**src/hdl/mvt_pkg.sv**
```systemverilog
// ----------------------------------------------------------------------------
// mvt_pkg: shared types and constants for the matrix vector transform
// Payload structs, register map, fixed-point format and pipeline controls.
// ----------------------------------------------------------------------------
package mvt_pkg;

   // fixed-point format of entries, inputs and results
   localparam int FRAC_BITS = 16;
   localparam int DATA_W    = 32;
   localparam int PROD_W    = 2 * DATA_W;      // one entry times one component
   localparam int PAIR_W    = PROD_W + 1;      // sum of two products
   localparam int SUM_W     = PROD_W + 2;      // sum of four products, exact
   localparam int SHIFT_W   = SUM_W - FRAC_BITS; // exact sum after the shift

   // register map: eight 64-bit registers at byte address 8*i
   localparam int NUM_REGS  = 8;
   localparam int REG_W     = 64;
   localparam int IDX_W     = $clog2(NUM_REGS);
   localparam int ADDR_W    = IDX_W + 3;
   localparam int NUM_ENTRY = 2 * NUM_REGS;
   localparam int ROW_LEN   = 4;

   // 1.0 in the entry format, and the identity matrix at reset
   localparam logic [DATA_W-1:0] ONE = DATA_W'(1) << FRAC_BITS;
   localparam logic [REG_W-1:0] ONE_LO = {{DATA_W{1'b0}}, ONE};
   localparam logic [REG_W-1:0] ONE_HI = {ONE, {DATA_W{1'b0}}};
   localparam logic [REG_W-1:0] REG_RESET [NUM_REGS] = '{
      ONE_LO, '0, ONE_HI, '0, '0, ONE_LO, '0, ONE_HI
   };

   // saturation limits
   localparam logic [DATA_W-1:0] SAT_POS = {1'b0, {(DATA_W-1){1'b1}}};
   localparam logic [DATA_W-1:0] SAT_NEG = {1'b1, {(DATA_W-1){1'b0}}};

   typedef struct packed {
      logic signed [DATA_W-1:0] in_x;
      logic signed [DATA_W-1:0] in_y;
      logic signed [DATA_W-1:0] in_z;
      logic signed [DATA_W-1:0] in_w;
   } req_payload_type;

   typedef struct packed {
      logic signed [DATA_W-1:0] out_x;
      logic signed [DATA_W-1:0] out_y;
      logic signed [DATA_W-1:0] out_z;
      logic signed [DATA_W-1:0] out_w;
      logic                     overflow;
   } rsp_payload_type;

   // per-stage load enables from the pipeline control
   typedef struct packed {
      logic load_mul;
      logic load_pair;
      logic load_out;
   } pipe_ctl_type;

endpackage

```
**src/hdl/mvt_csr.sv**
```systemverilog
// ----------------------------------------------------------------------------
// mvt_csr: matrix register file
// Eight 64-bit APB registers, two Q16.16 entries each, identity at reset.
// ----------------------------------------------------------------------------
module mvt_csr (
   input  logic                                clock,
   input  logic                                reset,
   input  logic                                psel,
   input  logic                                penable,
   input  logic                                pwrite,
   input  logic [mvt_pkg::ADDR_W-1:0]          paddr,
   input  logic [mvt_pkg::REG_W-1:0]           pwdata,
   output logic [mvt_pkg::REG_W-1:0]           prdata,
   output logic                                pready,
   output logic [mvt_pkg::NUM_ENTRY-1:0][mvt_pkg::DATA_W-1:0] entries
);

   logic [mvt_pkg::REG_W-1:0] reg_ff [mvt_pkg::NUM_REGS];
   logic [mvt_pkg::IDX_W-1:0] reg_idx;
   logic                      wr_en;

   // word index from the byte address; low three bits select bytes only
   assign reg_idx = paddr[mvt_pkg::ADDR_W-1:3];
   assign wr_en   = psel && penable && pwrite;
   assign pready  = 1'b1;
   assign prdata  = reg_ff[reg_idx];

   always_ff @(posedge clock) begin
      if (reset) begin
         for (int i = 0; i < mvt_pkg::NUM_REGS; i++) begin
            reg_ff[i] <= mvt_pkg::REG_RESET[i];
         end
      end else if (wr_en) begin
         reg_ff[reg_idx] <= pwdata;
      end
   end

   // lower-index entry in the low half
   always_comb begin
      for (int i = 0; i < mvt_pkg::NUM_REGS; i++) begin
         entries[2*i]   = reg_ff[i][mvt_pkg::DATA_W-1:0];
         entries[2*i+1] = reg_ff[i][mvt_pkg::REG_W-1:mvt_pkg::DATA_W];
      end
   end

endmodule

```
**config.mk**
```make
export PLATFORM = sky130hd
export DESIGN_NAME = mvt_csr
export DESIGN_NICKNAME = d
export VERILOG_FILES = /design/src/hdl/mvt_pkg.sv /design/src/hdl/mvt_csr.sv
export SDC_FILE = /design/constraint.sdc
export NUM_CORES = 1
export LEC_CHECK = 0
export ABC_AREA = 1
export BUFFER_PORTS_ARGS = -buffer_cell sky130_fd_sc_hd__buf_2
export CAP_MARGIN = 10
export CORE_AREA = 4 4 252 254
export DETAILED_ROUTE_END_ITERATION = 10
export DIE_AREA = 0 0 256 258
export PLACE_DENSITY = 0.6
export SETUP_SLACK_MARGIN = 0.3
export SLEW_MARGIN = 20
export SYNTH_ARGS = -nofsm -noshare
export SYNTH_HDL_FRONTEND = slang
export SYNTH_SLANG_ARGS = --single-unit
```
**constraint.sdc**
```tcl
create_clock -name clock -period 6.7 [get_ports clock]
set_input_delay 0 -clock clock [delete_from_list [all_inputs] [get_ports clock]]
set_output_delay 0 -clock clock [all_outputs]
set_load 0.1 [all_outputs]
```
==> summary.txt, run 1 <==
Status -> finished, final reports clean
Req. time, crit path -> 6.92 ns
Final HPWL DP -> 58200 microns
First-pass GRT wire length -> 137000 microns
Vias -> 20.5k
Share of post-route cells with drive strength above 1 -> 23.4%
Post-route ant nets -> 0
Worst-case clock buffer depth -> 3
Die ar. -> 66000 sq um
Worst rel slew slack -> 22.6%
F_max -> 0.304 GHz
Starting Density -> 38.4%
Fin. Hold Viols -> 0
Tot GR Track Use -> 27.7%
Core ar. -> 61300 sq um
Netlist cell types -> 17
CTS hold repair buffers -> 65
WL/cell -> 23.3 microns
RSZ-0062 raised after global routing -> false
Final #Nets -> 3329
Power Density -> 313 nW/um^2
Syn Inst Count -> 2612
Synthesized area -> 23500 sq um
Final Wtd Congestion -> 0.893
Total Neg Setup Slack -> 0 ns
WP buf/inv -> 3
Grt total ovfl -> 0
1st-iter DRT viols -> 2126
Synth warn -> 0
H-tree depth -> 2
Worst path slowest cell -> nand2_4
Postcts setup bufs -> 0
Final setup fails -> 0
Clock Tree Root -> clkbuf_16
Drt drc -> 0
FP Rows -> 91
Sequential area share after synthesis -> 65.4%
Syn nets -> 2687
Syn avg cell area -> 9.00 sq um
CTS tree -> yes
Die height -> 258 microns
Routed vias/inst -> 5.02
WP data arrival -> 3.51 ns
Drt pass-1 iters -> 6
Die Width -> 256 microns
Number of flip-flops under the largest register name -> 512
Largest net degree at the start of global routing -> 98
IO buf count -> 647
WL final -> 95300 microns
CP delay by family, top -> simple AND/OR/NAND/NOR gates
Reg clk slew, reported paths -> 0.06 ns
Most frequent CP cell -> nand2_4
Worst-Margin Slew -> 1.16 ns
CP Max Fanout -> 76
Crit. End Element -> flop
Flops & latches, synth -> 512
Slew Limit Fails -> 0
Final Critical Period -> 3.29 ns
Period utilisation layout -> 49.1%
Startpoint Class -> input port
Area grow syn2layout -> 26.3%
LEAKAGE -> 14.2 nW
TritonCTS buffer count -> 56
Maxcap violations -> 0
Hold_ws -> 0.0599 ns
Maximum vdd drop -> 0.000252 V
Sinks on the clock net -> 512
Biggest regs -> reg_ff x512
Number of gates resized after CTS -> 0
Initial antenna violation count -> 1
Vias in the first global route -> 19.7k
# IOs -> 652
Reg with most FFs -> reg_ff
Setup Crit Path Kind -> in -> reg
Hold Crit Class -> in -> reg
Crit path cell chain -> buf_6 -> inv_4 -> nor3_1 -> nand2_4 -> nand2_4 -> buf_4
Max incr delay on CP -> 0.73 ns
## routing by layer
layer  track usage, %  vias to the layer above  share of wire, %
li1                 -                     9520                 -
met1             35.5                     9742                39
met2             46.0                     1099                47
met3             6.75                      188               9.5
met4             10.6                        0               4.2
met5                0                        -                 0
## worst paths after layout
check,startpoint,to,cells after the start
hold / removal,paddr[3],reg_ff[7][48]$_SDFFCE_PN1P_,4
setup / recovery,paddr[4],reg_ff[6][1]$_SDFFCE_PN0P_,6
## worst min-delay path, stage by stage
cell and delay, ns:
buf_8 0.20, nand3_1 0.11, nor2_1 0.08, nand2_1 0.11
## stage by stage
stage	std cells	util, %	total power [W]	cell area [sq um]	setup slack (ns)
floorplan	2612	-	0.00585	23500	4.07
CTS	4088	48.4	0.00932	29700	3.36
global route	4089	48.4	0.00954	29700	3.23
finish	4090	48.4	0.00927	29700	3.41
detailed placement	3921	44.6	0.00634	27300	2.70
global placement	3921	44.6	0.00634	27300	2.69
## cell type report
| type | count | area (sq um) |
|---|---|---|
| flip-flops and latches | 512 | 15400 |
| clock buffers | 71 | 1480 |
| fillers | 5884 | 31600 |
| diodes | 2 | 5.00 |
| clock inverters | 31 | 245 |
| well taps | 790 | 988 |
| inverters | 72 | 284 |
| multi-input cells | 1875 | 7200 |
| repair buffers | 737 | 4100 |
## power breakdown
part | switching (W) | total, W | internal [W]
Combinational | 0.00220 | 0.00250 | 0.000303
Clock | 0.00130 | 0.00297 | 0.00167
Sequential | 0.000102 | 0.00380 | 0.00370
## synth_stat cells
| cell | number | area share, % |
|---|---|---|
| buf_6 | 9 | 0.43 |
| buf_1 | 15 | 0.24 |
| buf_4 | 15 | 0.48 |
| nand2_1 | 1341 | 21 |
| nand4_1 | 7 | 0.19 |
| inv_1 | 65 | 1.0 |
| inv_2 | 7 | 0.11 |
| nor3_1 | 1 | 0.021 |
| clkbuf_1 | 59 | 0.94 |
| nand3_1 | 6 | 0.13 |
| nand3_2 | 2 | 0.085 |
| nor2_1 | 514 | 8.2 |
| buf_2 | 55 | 1.2 |
| conb_1 | 1 | 0.016 |
| nor3_2 | 1 | 0.043 |
| edfxtp_1 | 512 | 65 |
| nor2_2 | 2 | 0.053 |
## cell usage in the layout, fill, tap and decap left out, types with 7 or more instances in the layout
cell type,count
buf_2,644
buf_4,25
clkbuf_1,14
clkbuf_16,57
clkinv_1,13
clkinv_2,9
dlygate4sd3_1,65
edfxtp_1,512
inv_1,65
nand2_1,1331
nand2_4,10
nand4_1,7
nor2_1,514
## kinds of logic (layout without fill, tap and decap cells)
family / Yosys count / count (layout) / synth area share, %
and+or+nand+nor: 1874 / 1874 / 30.1
other: 1 / 3 / 0.0160
DFF: 512 / 512 / 65.4
buffers and inverters: 225 / 911 / 4.41
No activity file was read; power rests on OpenSTA's default activity.
==> inputs of run 2 (changes only) <==
--- a/config.mk
+++ b/config.mk
@@ -8,9 +8,9 @@
 export ABC_AREA = 1
 export BUFFER_PORTS_ARGS = -buffer_cell sky130_fd_sc_hd__buf_2
 export CAP_MARGIN = 10
-export CORE_AREA = 4 4 252 254
+export CORE_AREA = 4 4 250 252
 export DETAILED_ROUTE_END_ITERATION = 10
-export DIE_AREA = 0 0 256 258
+export DIE_AREA = 0 0 254 256
 export PLACE_DENSITY = 0.6
 export SETUP_SLACK_MARGIN = 0.3
 export SLEW_MARGIN = 20
==> constraint.sdc (replaced) <==
create_clock -name clock -period 3.1 [get_ports clock]
set_input_delay 0 -clock clock [delete_from_list [all_inputs] [get_ports clock]]
set_output_delay 0 -clock clock [all_outputs]
set_load 0.1 [all_outputs]
==> summary.txt, run 2 (synthesis gave the netlist of run 1 again) <==
Grt total ovfl -> 0 (unchanged)
Vias -> 21.0k (+2.0%)
Total Neg Setup Slack -> 0 ns (unchanged)
Worst path slowest cell -> dlygate4sd3_1
RSZ-0062 raised after global routing -> false
Post-route ant nets -> 0 (unchanged)
Die Width -> 254 microns (-0.78%)
Setup Crit Path Kind -> in -> reg
Commonest non-fill, non-tap cell in the layout -> nand2_1
Hold Crit Class -> in -> reg
Area occupied by multi-input gates -> 7200 sq um (unchanged)
Design Area, Final -> 30100 sq um (+1.3%)
M1 wire length -> 35700 microns (-4.0%)
Routed vias/inst -> 5.13 (+2.0%)
Most frequent cells in the layout -> 1331 x nand2_1, 641 x buf_2, 514 x nor2_1
TritonCTS buffer count -> 55 (-1.8%)
Worst rel slew slack -> 19.3% (-3.4 points)
Top Layer Used -> met4
Sinks on the clock net -> 512 (unchanged)
Metal2 WL -> 46100 microns (+2.3%)
Clock Tree Root -> clkbuf_16
Most frequent CP cell -> inv_2
Max incr delay on CP -> 0.54 ns (-0.19 ns)
Worst-case clock buffer depth -> 3 (unchanged)
Final setup fails -> 0 (unchanged)
WP data arrival -> 2.76 ns (-0.75 ns)
Area grow syn2layout -> 27.9%
Share of post-route cells with drive strength above 1 -> 23.8% (+0.38 points)
H-tree depth -> 2 (unchanged)
Fillers -> 5589 (-5.0%)
Reg clk slew, reported paths -> 0.06 ns (about the same)
Final Critical Period -> 2.47 ns
LEAKAGE -> 14.4 nW (+1.3%)
WL final -> 94600 microns (-0.79%)
1st-iter DRT viols -> 1975 (-7.1%)
Slew Limit Fails -> 0 (unchanged)
CP Max Fanout -> 23 (-70%)
Hold depth -> 2 (-2)
Biggest regs -> reg_ff x512
IO buf count -> 647 (unchanged)
# IOs -> 652 (unchanged)
Worst-Margin Slew -> 1.21 ns (+0.0503 ns)
Reg area -> 15400 sq um (unchanged)
Met3 wire length -> 9200 microns (+2.2%)
Final #Nets -> 3342 (+0.39%)
Final HPWL DP -> 59000 microns (+1.3%)
Die ar. -> 65000 sq um (-1.6%)
Final Wtd Congestion -> 0.947 (+6.0%)
Tot GR Track Use -> 28.0% (+0.23 points)
Largest net degree at the start of global routing -> 121 (+23%)
Number of flip-flops under the largest register name -> 512 (unchanged)
Postcts setup bufs -> 0 (unchanged)
Status -> finished, final reports clean
Drt pass-1 iters -> 5 (-1)
Crit path cell chain -> dlygate4sd3_1 -> buf_2 -> inv_2 -> nand4_1 -> inv_2 -> nand3_4 -> nand2_4 -> buf_12
Period utilisation layout -> 79.6%
Worst setup margin -> 0.634 ns (-2.78 ns)
Initial antenna violation count -> 1 (unchanged)
WL/cell -> 23.1 microns (-0.82%)
Die height -> 256 microns (-0.78%)
Post-DP Area -> 27600 sq um (+1.3%)
CTS tree -> yes
Power Density -> 674 nW/um^2 (+120%)
FP Rows -> 90 (-1.1%)
Vias in the first global route -> 20.4k (+3.4%)
Crit. End Element -> flop
Fin. Hold Viols -> 0 (unchanged)
Pre-CTS setup slack -> 0.478 ns (-2.22 ns)
Starting Density -> 39.1% (+0.72 points)
Maxcap violations -> 0 (unchanged)
Req. time, crit path -> 3.39 ns (-3.53 ns)
Total power -> 0.0203 W (+120%)
Core ar. -> 60100 sq um (-1.8%)
First-pass GRT wire length -> 137000 microns (+0.11%)
Reg with most FFs -> reg_ff
F_max -> 0.405 GHz
Maximum vdd drop -> 0.000518 V (+110%)
Drt drc -> 0 (unchanged)
Startpoint Class -> input port
Utilization after layout -> 50.0% (+1.6 points)
==> run 2: cell types whose count changed in the layout (fill, tap and decap cells not counted), moves of 3 or more <==
cell	change
buf_12	+20
buf_2	-3
bufinv_16	+3
clkbuf_1	-5
==> run 2: final cells by class <==
class	instances	share of cell area, %
diodes	1	0.00832
clock buffers	66	4.86
clock inverters	32	1.02
inverters	72	0.940
multi-input cells	1875	24.0
flip-flops and latches	512	51.1
well taps	782	3.25
repair buffers	751	14.8
==> run 2: where the power goes <==
group,total (W),internal (W),switching [W]
Combinational,0.00542,0.000707,0.00471
Clock,0.00657,0.00383,0.00274
Sequential,0.00826,0.00800,0.000267
Total,0.0203,0.0125,0.00772
==> run 2: worst max-delay path, delay by kind of cell <==
family	cells	cell delay, ns
buffers and inverters	5	1.72
AND/OR/NAND/NOR	3	0.98
==> run 2: repair_timing <==
item                      4_1_cts  5_1_grt
hold endpoints to repair      513        0
gates resized for setup         0        0
hold buffers                   65        0
==> run 2: per-stage QoR <==
stage	hold WS, ns	std cells
final	0.0654	4091
after global routing	0.0604	4090
after CTS	0.00822	4090
after detailed placement	0.396	3927
after global placement	0.396	3927
after floorplan	0.215	2612
==> run 2: final timing paths <==
kind	startpoint	to
max	reset	reg_ff[0][11]$_SDFFCE_PN0P_
min	paddr[3]	reg_ff[5][16]$_SDFFCE_PN1P_
==> run 2: routing by layer <==
metal	up-vias	GRT usage, %
li1	9540	-
met5	-	0
met3	220	6.99
met2	1102	47.3
met4	0	9.59
met1	10106	35.1
==> inputs of run 3 (changes only) <==
==> constraint.sdc (replaced) <==
create_clock -name clock -period 2.5 [get_ports clock]
set_input_delay 0 -clock clock [delete_from_list [all_inputs] [get_ports clock]]
set_output_delay 0 -clock clock [all_outputs]
set_load 0.1 [all_outputs]
==> summary.txt, run 3 (synthesis gave the netlist of run 1 again) <==
Status -> finished, final reports clean
# IOs -> 652 (unchanged)
Met3 wire length -> 8900 microns (-3.3%)
Area grow syn2layout -> 33.0%
Starting Density -> 39.1% (unchanged)
Maxcap violations -> 0 (unchanged)
Pre-CTS setup slack -> 0.418 ns (-0.0595 ns)
Req. time, crit path -> 2.50 ns (-0.89 ns)
CP delay by family, top -> buffers and inverters
CTS hold repair buffers -> 68 (+4.6%)
First-pass GRT wire length -> 138000 microns (+0.74%)
Crit path cell chain -> clkbuf_8 -> buf_12 -> nand2_1 -> nand2_1 -> nand2_1 -> nand2_1 -> nand2_1 -> nand2_1 -> buf_12
WL/cell -> 23.1 microns (about the same)
IO buf count -> 647 (unchanged)
Drt pass-1 iters -> 6 (+1)
Largest net degree at the start of global routing -> 178 (+47%)
Final setup fails -> 0 (unchanged)
Initial antenna violation count -> 1 (unchanged)
Top Layer Used -> met4
Clock Tree Root -> clkbuf_16
M1 wire length -> 36500 microns (+2.2%)
1st-iter DRT viols -> 1978 (+0.15%)
Pint -> 0.0164 W (+31%)
Utilization after layout -> 52.0% (+2.0 points)
Routed vias/inst -> 5.14 (+0.28%)
TritonCTS buffer count -> 55 (unchanged)
Hold path endpoint -> reg_ff[2][48]$_SDFFCE_PN1P_
Power Density -> 837 nW/um^2 (+24%)
Metal2 WL -> 45300 microns (-1.8%)
Tot GR Track Use -> 28.2% (+0.17 points)
Startpoint Class -> input port
Number of gates resized after CTS -> 0 (unchanged)
H-tree depth -> 2 (unchanged)
Most frequent cells in the layout -> 1331 x nand2_1, 580 x buf_2, 514 x nor2_1
Sequential Power Share -> 39.1% (-1.7 points)
Hold path start -> paddr[4]
Fin. Hold Viols -> 0 (unchanged)
Maximum vdd drop -> 0.000881 V (+70%)
Switching Share -> 37.3% (-0.81 points)
Hold Crit Class -> in -> reg
WP buf/inv -> 3 (-2)
Die height -> 256 microns (unchanged)
LEAKAGE -> 14.8 nW (+2.8%)
Reg with most FFs -> reg_ff
Worst-case clock buffer depth -> 3 (unchanged)
Die Width -> 254 microns (unchanged)
Worst rel slew slack -> 23.3% (+4.0 points)
CTS tree -> yes
Vias -> 21.1k (+0.52%)
Biggest regs -> reg_ff x512
Final #Nets -> 3347 (+0.15%)
Reg clk slew, reported paths -> 0.06 ns (about the same)
Combinational power share -> 27.4% (+0.6 points)
Period utilisation layout -> 74.8%
WP data arrival -> 1.87 ns (-0.89 ns)
Total Neg Setup Slack -> 0 ns (unchanged)
Postcts setup bufs -> 0 (unchanged)
Final Critical Period -> 1.87 ns
Worst path slowest cell -> buf_12
Final HPWL DP -> 59900 microns (+1.6%)
Crit. End Element -> output port
RSZ-0062 raised after global routing -> false
Sw Pwr -> 0.00976 W (+26%)
Die ar. -> 65000 sq um (unchanged)
Final Wtd Congestion -> 0.917 (-3.2%)
Fillers -> 5609 (+0.36%)
Worst-Margin Slew -> 1.15 ns (-0.0595 ns)
Sinks on the clock net -> 512 (unchanged)
Commonest non-fill, non-tap cell in the layout -> nand2_1
WL final -> 94700 microns (+0.16%)
Number of flip-flops under the largest register name -> 512 (unchanged)
FP Rows -> 90 (unchanged)
Post-route ant nets -> 0 (unchanged)
Hold depth -> 5 (+3)
Most frequent CP cell -> nand2_1
Drt drc -> 0 (unchanged)
Setup Crit Path Kind -> in -> out
Share of post-route cells with drive strength above 1 -> 24.1% (+0.36 points)
Max incr delay on CP -> 0.53 ns (about the same)
Grt total ovfl -> 0 (unchanged)
CP Max Fanout -> 177 (+670%)
Core ar. -> 60100 sq um (unchanged)
Slew Limit Fails -> 0 (unchanged)
Clock group share of total power -> 33.5% (+1.1 points)
F_max -> 0.535 GHz
Worst setup margin -> 0.630 ns (-0.00343 ns)
Vias in the first global route -> 20.7k (+1.5%)
-- run 3: worst max path at each step --
stage,startpoint,endpoint,slack (ns),depth (start not counted)
2_1_floorplan,reset,reg_ff[1][0]$_SDFFCE_PN0P_,0.42,7
3_3_place_gp,paddr[5],reg_ff[2][46]$_SDFFCE_PN0P_,0.46,8
3_5_place_dp,paddr[5],reg_ff[2][15]$_SDFFCE_PN0P_,0.42,8
4_1_cts,reg_ff[5][62]$_SDFFCE_PN0P_,prdata[62],0.64,7
5_1_grt,reg_ff[5][62]$_SDFFCE_PN0P_,prdata[62],0.50,7
6_report,paddr[3],prdata[47],0.63,9
-- run 3: layout make-up --
| type | count | area [sq um] | area share [%] |
|---|---|---|---|
| Clock buffer | 65 | 1440 | 4.59 |
| Timing Repair Buffer | 756 | 5490 | 17.6 |
| Sequential cell | 512 | 15400 | 49.2 |
| Inverter | 72 | 283 | 0.905 |
| Tap cell | 782 | 978 | 3.13 |
| Multi-Input combinational cell | 1875 | 7200 | 23.0 |
| Clock inverter | 37 | 493 | 1.58 |
| Antenna cell | 2 | 5.00 | 0.0160 |
-- run 3: power groups by stage --
| stage | combinational, W | sequential (W) | clock, W |
|---|---|---|---|
| floorplan | 0.00188 | 0.0138 | 0 |
| global placement | 0.00707 | 0.0104 | 0 |
| detailed placement | 0.00708 | 0.0104 | 0 |
| CTS | 0.00717 | 0.0102 | 0.00886 |
| global route | 0.00740 | 0.0103 | 0.00920 |
| finish | 0.00717 | 0.0102 | 0.00875 |
-- run 3: tightest hold or removal path: stages --
cell and delay [ns]:
buf_4 0.18, nand3_1 0.09, nor2_1 0.04, buf_4 0.13, nand2_1 0.08
-- run 3: layer usage --
| layer | vias up | global-route usage [%] |
|---|---|---|
| li1 | 9551 | - |
| met1 | 10150 | 35.8 |
| met2 | 1154 | 46.6 |
| met3 | 223 | 6.87 |
| met4 | 0 | 10.8 |
| met5 | - | 0 |
-- run 3: metrics by stage --
stage | total power (W) | instances | area, sq um | hold slack [ns]
6_report | 0.0262 | 4101 | 31300 | 0.0271
5_1_grt | 0.0269 | 4100 | 31300 | 0.0399
4_1_cts | 0.0263 | 4099 | 31300 | 0.0119
3_5_place_dp | 0.0175 | 3929 | 28600 | 0.408
3_3_place_gp | 0.0175 | 3929 | 28600 | 0.395
2_1_floorplan | 0.0157 | 2612 | 23500 | 0.215
